==> src/hdl/ogg_last_granule_scanner_macros.svh <==
// assertion macros for the ogg last granule scanner
`ifndef OGG_LAST_GRANULE_SCANNER_MACROS_SVH
`define OGG_LAST_GRANULE_SCANNER_MACROS_SVH

// same-cycle implication
`define OGG_ASSERT_NOW(label, clk, rst_n, ante, cons) \
    label: assert property (@(posedge clk) disable iff (!rst_n) (ante) |-> (cons)) \
        else $error("ogg scanner assertion failed");

// next-cycle implication
`define OGG_ASSERT_NEXT(label, clk, rst_n, ante, cons) \
    label: assert property (@(posedge clk) disable iff (!rst_n) (ante) |=> (cons)) \
        else $error("ogg scanner assertion failed");

`endif

==> src/hdl/ogg_lgs_pkg.sv <==
// shared types and constants for the ogg last granule scanner
`default_nettype none
package ogg_lgs_pkg;

    localparam int BYTE_W    = 8;
    localparam int GRANULE_W = 64;
    localparam int WINDOW_W  = 24;
    localparam int HIDX_W    = 5;
    localparam int SEG_W     = 8;
    localparam int BODY_W    = 16;
    localparam int GRAN_BYTES = GRANULE_W / BYTE_W;

    localparam logic [HIDX_W-1:0]   HDR_LAST      = 5'd26;
    localparam logic [HIDX_W-1:0]   HDR_START     = 5'd4;
    localparam logic [HIDX_W-1:0]   GRAN_FIRST    = 5'd6;
    localparam logic [WINDOW_W-1:0] CAPTURE_HEAD  = 24'h4F6767;
    localparam logic [BYTE_W-1:0]   CAPTURE_TAIL  = 8'h53;
    localparam logic [GRANULE_W-1:0] GRAN_INVALID = '1;

    typedef struct packed {
        logic              take;
        logic              last;
        logic [BYTE_W-1:0] data;
    } t_byte_item;

endpackage
`default_nettype wire

==> src/hdl/ogg_lgs_parser.sv <==
// page header parser state and per-byte next-state logic
`default_nettype none
`include "ogg_last_granule_scanner_macros.svh"
module ogg_lgs_parser
    import ogg_lgs_pkg::*;
(
    input  wire logic                 i_clk,
    input  wire logic                 i_rst_n,
    input  wire t_byte_item           i_item,
    output logic [GRANULE_W-1:0]      o_granule
);

    typedef enum logic [3:0] {
        PH_SEARCH = 4'b0001,
        PH_HEADER = 4'b0010,
        PH_SEGS   = 4'b0100,
        PH_BODY   = 4'b1000
    } t_phase;

    t_phase                r_phase,  n_phase;
    logic [WINDOW_W-1:0]   r_window, n_window;
    logic [HIDX_W-1:0]     r_hidx,   n_hidx;
    logic [GRANULE_W-1:0]  r_accum,  n_accum;
    logic [SEG_W-1:0]      r_segtot, n_segtot;
    logic [SEG_W-1:0]      r_segidx, n_segidx;
    logic [BODY_W-1:0]     r_body,   n_body;
    logic [GRANULE_W-1:0]  r_kept,   n_kept;
    logic                  w_last_take;
    logic                  w_cleared;
    logic                  w_hidx_ok;

    always_comb begin
        n_phase  = r_phase;
        n_window = r_window;
        n_hidx   = r_hidx;
        n_accum  = r_accum;
        n_segtot = r_segtot;
        n_segidx = r_segidx;
        n_body   = r_body;
        n_kept   = r_kept;
        unique case (r_phase)
            PH_SEARCH: begin
                if (r_window == CAPTURE_HEAD && i_item.data == CAPTURE_TAIL) begin
                    n_phase  = PH_HEADER;
                    n_hidx   = HDR_START;
                    n_accum  = '0;
                    n_segtot = '0;
                    n_segidx = '0;
                    n_body   = '0;
                    n_window = '0;
                end else begin
                    n_window = {r_window[WINDOW_W-BYTE_W-1:0], i_item.data};
                end
            end
            PH_HEADER: begin
                for (int k = 0; k < GRAN_BYTES; k++) begin
                    if (r_hidx == GRAN_FIRST + HIDX_W'(k)) begin
                        n_accum[k*BYTE_W +: BYTE_W] = r_accum[k*BYTE_W +: BYTE_W]
                                                      | i_item.data;
                    end
                end
                if (r_hidx >= HDR_LAST) begin
                    n_segtot = i_item.data;
                    n_segidx = '0;
                    n_body   = '0;
                    n_hidx   = '0;
                    if (i_item.data == '0) begin
                        if (r_accum != GRAN_INVALID) begin
                            n_kept = r_accum;
                        end
                        n_phase  = PH_SEARCH;
                        n_window = '0;
                    end else begin
                        n_phase = PH_SEGS;
                    end
                end else begin
                    n_hidx = r_hidx + 1'b1;
                end
            end
            PH_SEGS: begin
                n_body   = r_body + BODY_W'(i_item.data);
                n_segidx = r_segidx + 1'b1;
                if (n_segidx >= r_segtot) begin
                    if (r_accum != GRAN_INVALID) begin
                        n_kept = r_accum;
                    end
                    if (n_body == '0) begin
                        n_phase  = PH_SEARCH;
                        n_window = '0;
                    end else begin
                        n_phase = PH_BODY;
                    end
                end
            end
            PH_BODY: begin
                if (r_body != '0) begin
                    n_body = r_body - 1'b1;
                end
                if (n_body == '0) begin
                    n_phase  = PH_SEARCH;
                    n_window = '0;
                end
            end
            default: begin
                n_phase  = PH_SEARCH;
                n_window = '0;
            end
        endcase
    end

    assign o_granule = n_kept;

    always_ff @(posedge i_clk) begin
        if (!i_rst_n || (i_item.take && i_item.last)) begin
            r_phase  <= PH_SEARCH;
            r_window <= '0;
            r_hidx   <= '0;
            r_accum  <= '0;
            r_segtot <= '0;
            r_segidx <= '0;
            r_body   <= '0;
            r_kept   <= '0;
        end else if (i_item.take) begin
            r_phase  <= n_phase;
            r_window <= n_window;
            r_hidx   <= n_hidx;
            r_accum  <= n_accum;
            r_segtot <= n_segtot;
            r_segidx <= n_segidx;
            r_body   <= n_body;
            r_kept   <= n_kept;
        end
    end

    assign w_last_take = i_item.take && i_item.last;
    assign w_cleared   = (r_phase == PH_SEARCH) && (r_kept == '0);
    assign w_hidx_ok   = (r_hidx >= HDR_START) && (r_hidx <= HDR_LAST);

    `OGG_ASSERT_NEXT(a_last_clears, i_clk, i_rst_n, w_last_take, w_cleared)
    `OGG_ASSERT_NOW(a_hidx_range, i_clk, i_rst_n, r_phase == PH_HEADER, w_hidx_ok)
    `OGG_ASSERT_NOW(a_segidx_range, i_clk, i_rst_n, r_phase == PH_SEGS, r_segidx < r_segtot)

endmodule
`default_nettype wire

==> src/hdl/ogg_last_granule_scanner.sv <==
// top level: input register, parser and result register
//
// Usage:
//   Input channel: one stream byte per transfer on i_data_byte, with
//   i_end_of_stream high on the final byte of a buffer. A transfer happens
//   when i_in_valid is high and o_in_stall is low.
//   Output channel: one o_end_granule per buffer, given only for the byte
//   flagged as end of stream; a transfer happens when o_out_valid is high
//   and i_out_stall is low. The value is the last granule, not all ones, of a
//   page with a whole header and segment table, or 0 if there was none.
//   o_out_valid rises after the final byte has passed the input register
//   and the parser has written its granule into the result register.
//   Throughput: one byte per cycle while no final byte waits; the parser
//   state is one register stage updated by one pass of next-state logic.
//   Stall: while the result register is full and stalled, ordinary bytes
//   still flow; only a further final byte waits in the input register.
//   After each final byte the parser returns to its reset state.
//   Reset: i_rst_n is synchronous, active low, and empties both registers
//   and clears all parser state.
`default_nettype none
`include "ogg_last_granule_scanner_macros.svh"
module ogg_last_granule_scanner
    import ogg_lgs_pkg::*;
(
    input  wire logic                  i_clk,
    input  wire logic                  i_rst_n,
    input  wire logic                  i_in_valid,
    input  wire logic [BYTE_W-1:0]     i_data_byte,
    input  wire logic                  i_end_of_stream,
    output logic                       o_in_stall,
    output logic                       o_out_valid,
    output logic [GRANULE_W-1:0]       o_end_granule,
    input  wire logic                  i_out_stall
);

    logic                 r_in_valid;
    logic [BYTE_W-1:0]    r_in_byte;
    logic                 r_in_eos;
    logic                 r_out_valid;
    logic [GRANULE_W-1:0] r_out_granule;
    logic                 w_take;
    logic [GRANULE_W-1:0] w_granule;
    t_byte_item           w_item;
    logic                 w_eos_held;

    assign w_take     = r_in_valid && (!r_in_eos || !r_out_valid || !i_out_stall);
    assign o_in_stall = r_in_valid && !w_take;

    assign w_item.take = w_take;
    assign w_item.last = r_in_eos;
    assign w_item.data = r_in_byte;

    always_ff @(posedge i_clk) begin
        if (!i_rst_n) begin
            r_in_valid <= 1'b0;
        end else if (!o_in_stall) begin
            r_in_valid <= i_in_valid;
        end
    end

    always_ff @(posedge i_clk) begin
        if (!o_in_stall && i_in_valid) begin
            r_in_byte <= i_data_byte;
            r_in_eos  <= i_end_of_stream;
        end
    end

    ogg_lgs_parser u_parser (
        .i_clk     (i_clk),
        .i_rst_n   (i_rst_n),
        .i_item    (w_item),
        .o_granule (w_granule)
    );

    always_ff @(posedge i_clk) begin
        if (!i_rst_n) begin
            r_out_valid <= 1'b0;
        end else if (w_take && r_in_eos) begin
            r_out_valid <= 1'b1;
        end else if (!i_out_stall) begin
            r_out_valid <= 1'b0;
        end
    end

    always_ff @(posedge i_clk) begin
        if (w_take && r_in_eos) begin
            r_out_granule <= w_granule;
        end
    end

    assign o_out_valid   = r_out_valid;
    assign o_end_granule = r_out_granule;

    assign w_eos_held = r_in_valid && r_in_eos;

    `OGG_ASSERT_NEXT(a_last_fills_result, i_clk, i_rst_n, w_take && r_in_eos, r_out_valid)
    `OGG_ASSERT_NOW(a_stall_needs_item, i_clk, i_rst_n, o_in_stall, w_eos_held && r_out_valid)
    `OGG_ASSERT_NEXT(a_held_item_stays, i_clk, i_rst_n, r_in_valid && !w_take, w_eos_held)

endmodule
`default_nettype wire

==> config.mk <==
export PLATFORM = sky130hd
export DESIGN_NAME = ogg_last_granule_scanner
export DESIGN_NICKNAME = d
export VERILOG_FILES = /design/src/hdl/ogg_lgs_pkg.sv /design/src/hdl/ogg_lgs_parser.sv /design/src/hdl/ogg_last_granule_scanner.sv
export VERILOG_INCLUDE_DIRS = /design/src /design/src/hdl
export SDC_FILE = /design/constraint.sdc
export NUM_CORES = 1
export LEC_CHECK = 0
export BUFFER_PORTS_ARGS = -buffer_cell sky130_fd_sc_hd__buf_2
export CAP_MARGIN = 20
export CORE_MARGIN = 1
export CORE_UTILIZATION = 45
export DETAILED_ROUTE_END_ITERATION = 6
export PLACE_DENSITY = 0.59
export SLEW_MARGIN = 20
export SYNTH_ARGS = -nofsm -noshare
export SYNTH_HDL_FRONTEND = slang
export SYNTH_SLANG_ARGS = --single-unit
==> constraint.sdc <==
create_clock -name i_clk -period 3.6 [get_ports i_clk]
set_input_delay 0.54 -clock i_clk [delete_from_list [all_inputs] [get_ports i_clk]]
set_output_delay 0.54 -clock i_clk [all_outputs]
set_load 0.02 [all_outputs]
==> results by group <==
Global routing
  • Largest net degree at the start of global routing: 67
  • Overall Global Routing Usage: 0.2230
  • Vias in the first global route: 8794
  • GRT overflow: 0
  • First-pass GRT wire length: 47.93 mm
  • Antenna violations before repair: 0

Synth
  • Post-Syn Nets: 1224
  • Top cells by area, synth: dfxtp_1 33%, edfxtp_1 18%, mux2i_1 7.7%, mux2_2 6.2%, nor2_1 6.1%
  • Synth top area share: 0.3280
  • Synth area leader: dfxtp_1
  • Count of cell types in the netlist: 67
  • EDFF count, synth: 73
  • Yosys reg bits: 268
  • Most used DFF post-synth: dfxtp_1
  • Ys async rst share: 0
  • Sequential area share after synthesis: 0.5122
  • Synthesized area: 0.01190 mm²
  • Cells after synthesis: 1187
  • Mapped Avg Cell Area: 10.03 µm²
  • Synthesis warning total: 0

Cells and area
  • Commonest non-fill, non-tap cells in the layout: 195 x dfxtp_1, 191 x nor2_1, 91 x mux2i_1
  • Final nets: 1292
  • Number of diodes: 0
  • Fill cells: 2394
  • Layout cell share with drive strength beyond 1: 0.1941
  • Most common cell after layout, fill and taps aside: dfxtp_1
  • Area delta synth->final: 14.79%

Run status
  • Run status: finished, final reports clean

Drt
  • Post-route ant nets: 0
  • Routed len/inst: 18.55 µm
  • DRC Markers: 0
  • Final wirelength: 29.92 mm
  • Via/cell ratio: 5.704
  • DRT Pass-1 Iters: 5
  • Iter 0 DRT Violations: 854
  • Via count: 9201

Place
  • # port buffers: 78
  • RePlAce Congestion: 0.8601
  • HPWL Detailed: 19.49 mm

Power and ir drop
  • Leak Pwr: 0.005111 µW
  • Net Sw Power: 1352 µW
  • Sw Share: 0.2205
  • Pint: 4781 µW
  • Logic gate share of total power: 0.030
  • Reg power frac: 0.509
  • Pwr Density: 448.9 mW/mm²
  • Worst VDD drop: 321.9 µV
  • Clock power frac: 0.460

Setup path
  • Crit path kind: reg2reg
  • Critical Path Start: r_in_byte[0]
  • Flop-to-flop setup slack: 0.20 ns
  • Crit path to: u_parser.r_window[1]
  • Worst EP arrival: 3.87 ns
  • Critical path data required time: 4.06 ns
  • RR Endpoint: u_parser.r_window[1]
  • R2r worst-path depth: 12
  • Worst Setup End Kind: flop
  • Worst-path fanout max: 24
  • R2R Path Start: r_in_byte[0]
  • Startpoint types: flop

Timing
  • Worst hold margin: 0.1758 ns
  • Fmax achieved: 294.1 MHz
  • Final setup fails: 0
  • Rel. slew slack: 0.2264
  • Final Hold Fails: 0
  • Setup TNS Final: 0 ns
  • Worst Skew: 0.01436 ns
  • RSZ-0062 raised after global routing: false
  • Fin crit period: 3.401 ns
  • Worst-Margin Slew: 1.158 ns
  • Period Utilization, post-route: 0.9446
  • Final Max Tran Viols: 0

Worst hold path
  • HP Start: i_end_of_stream
  • Hold Crit Class: in2reg

Die
  • Die outline height: 164.6 µm
  • Die Wd: 164.6 µm
  • Die ar.: 0.02710 mm²
  • # rows: 59
  • IO Pins: 79
  • Initial core utilization: 0.4580
  • CORE AREA: 0.02598 mm²

Clocking
  • Root buffer cell: clkbuf_16
  • Worst-path clk slew: 0.06 ns
  • Worst-Skew Late Latency: 0.54 ns
  • CTS Buf Count: 29
  • CTS tree: built
  • Clock Tree Buf Depth: 3
  • Post-CTS setup buffer count: 0
  • H-tree depth: 1
  • Sink Count: 268

Run
  • Max Cap Viol: 0
==> synthesized netlist by cell type (2+ instances only) <==
master / count
nor4_1: 12
a221oi_1: 3
edfxtp_1: 73
nor3_1: 17
or3_1: 7
a22oi_1: 23
o2111ai_1: 2
or4_1: 11
clkbuf_1: 64
or2_2: 7
nand2_1: 69
nand4_1: 19
a21oi_1: 30
a311oi_1: 2
nand4b_1: 4
nor3_2: 2
nor2_1: 192
nor2b_1: 2
o22ai_1: 2
a21o_1: 3
a31oi_1: 67
xor2_1: 8
buf_2: 13
o221ai_1: 2
a211oi_1: 9
and2_1: 2
inv_1: 21
nor4b_1: 3
xnor2_1: 7
a41oi_1: 2
mux2i_1: 91
ha_1: 23
nand2b_1: 6
buf_12: 2
nor3b_1: 3
dfxtp_1: 195
nand3b_1: 3
o21a_1: 2
mux2_2: 66
and3_1: 8
a2bb2oi_1: 3
o311ai_0: 2
o211ai_1: 2
o21ai_0: 40
nand3_1: 41
==> what timing repair did <==
| action | 4_1_cts | 5_1_grt |
|---|---|---|
| setup endpoints to repair | 0 | 24 |
| resized for setup | 0 | 1 |
| hold buffers | 0 | 0 |
==> stage by stage <==
| step | std cells | cell area [µm²] | power [µW] | util | setup slack [ns] |
|---|---|---|---|---|---|
| after floorplan | 1187 | 11900 | 3302 | - | 0.5566 |
| after global placement | 1559 | 12750 | 3377 | 0.4909 | 0.2017 |
| after detailed placement | 1559 | 12750 | 3377 | 0.4909 | 0.1681 |
| after CTS | 1613 | 13660 | 6193 | 0.5256 | 0.1357 |
| after global routing | 1613 | 13660 | 6332 | 0.5258 | 0.002762 |
| final | 1613 | 13660 | 6133 | 0.5258 | 0.1993 |
==> per-layer routing <==
layer / routed length, µm / GRT usage / part of all wire
met5: 0 / 0 / 0
met4: 533 / 0.05338 / 0.018
met3: 1294 / 0.02536 / 0.043
met2: 14090 / 0.3694 / 0.47
met1: 14000 / 0.3098 / 0.47
==> state kept, by name, summed over array words and instances, names as in the netlist <==
name,flops
u_parser.r_segidx,8
r_in_byte,8
u_parser.r_accum,64
o_end_granule,64
u_parser.r_window,24
o_out_valid,1
u_parser.r_phase,4
u_parser.r_hidx,5
r_in_valid,1
r_in_eos,1
u_parser.r_body,16
u_parser.r_kept,64
u_parser.r_segtot,8
==> layout make-up <==
class | count | area (µm²) | share of cell area
Clock buffer | 41 | 800.8 | 0.05861
Clock inverter | 13 | 101.3 | 0.007418
Inverter | 21 | 78.83 | 0.005770
Multi-Input combinational cell | 817 | 5413 | 0.3962
Sequential cell | 268 | 6096 | 0.4462
Tap cell | 335 | 419.2 | 0.03068
Timing Repair Buffer | 118 | 753.2 | 0.05513
==> worst min-delay path by stage <==
stage / endpoint / slack, ns / depth (start not counted)
after floorplan: u_parser.r_window[20] / 0.43 / 2
after global placement: u_parser.r_window[20] / 0.44 / 2
after detailed placement: u_parser.r_window[23] / 0.45 / 2
after CTS: r_in_byte[6] / 0.15 / 1
after global routing: r_in_byte[6] / 0.16 / 1
final: r_in_eos / 0.18 / 1
==> power by group through the flow <==
stage | logic [µW] | clock network, µW | registers, µW
6_report | 187 | 2820 | 3120
5_1_grt | 201 | 3010 | 3120
4_1_cts | 188 | 2880 | 3120
3_5_place_dp | 188 | 0 | 3190
3_3_place_gp | 188 | 0 | 3190
2_1_floorplan | 108 | 0 | 3190
==> worst max-delay path, stage by stage, from the launching register on <==
cell and delay (ns):
edfxtp_1 0.45, ha_1 0.28, fa_1 0.44, a211oi_1 0.28
o21ai_0 0.16, buf_4 0.18, a211oi_1 0.20, a31o_2 0.14
o2111ai_1 0.13, o21ai_1 0.33, and3_1 0.29, buf_12 0.23
mux2i_1 0.23
==> cells by family after synthesis <==
logic type / synth area share
AND/OR/NAND/NOR: 0.1618
flip-flops: 0.5122
AO/OA/AOI/OAI: 0.1123
adder cells (fa/ha/maj): 0.02586
buffers and inverters: 0.03690
XOR/XNOR: 0.01104
multiplexers: 0.1399
Power figures use the tool's default switching activity.
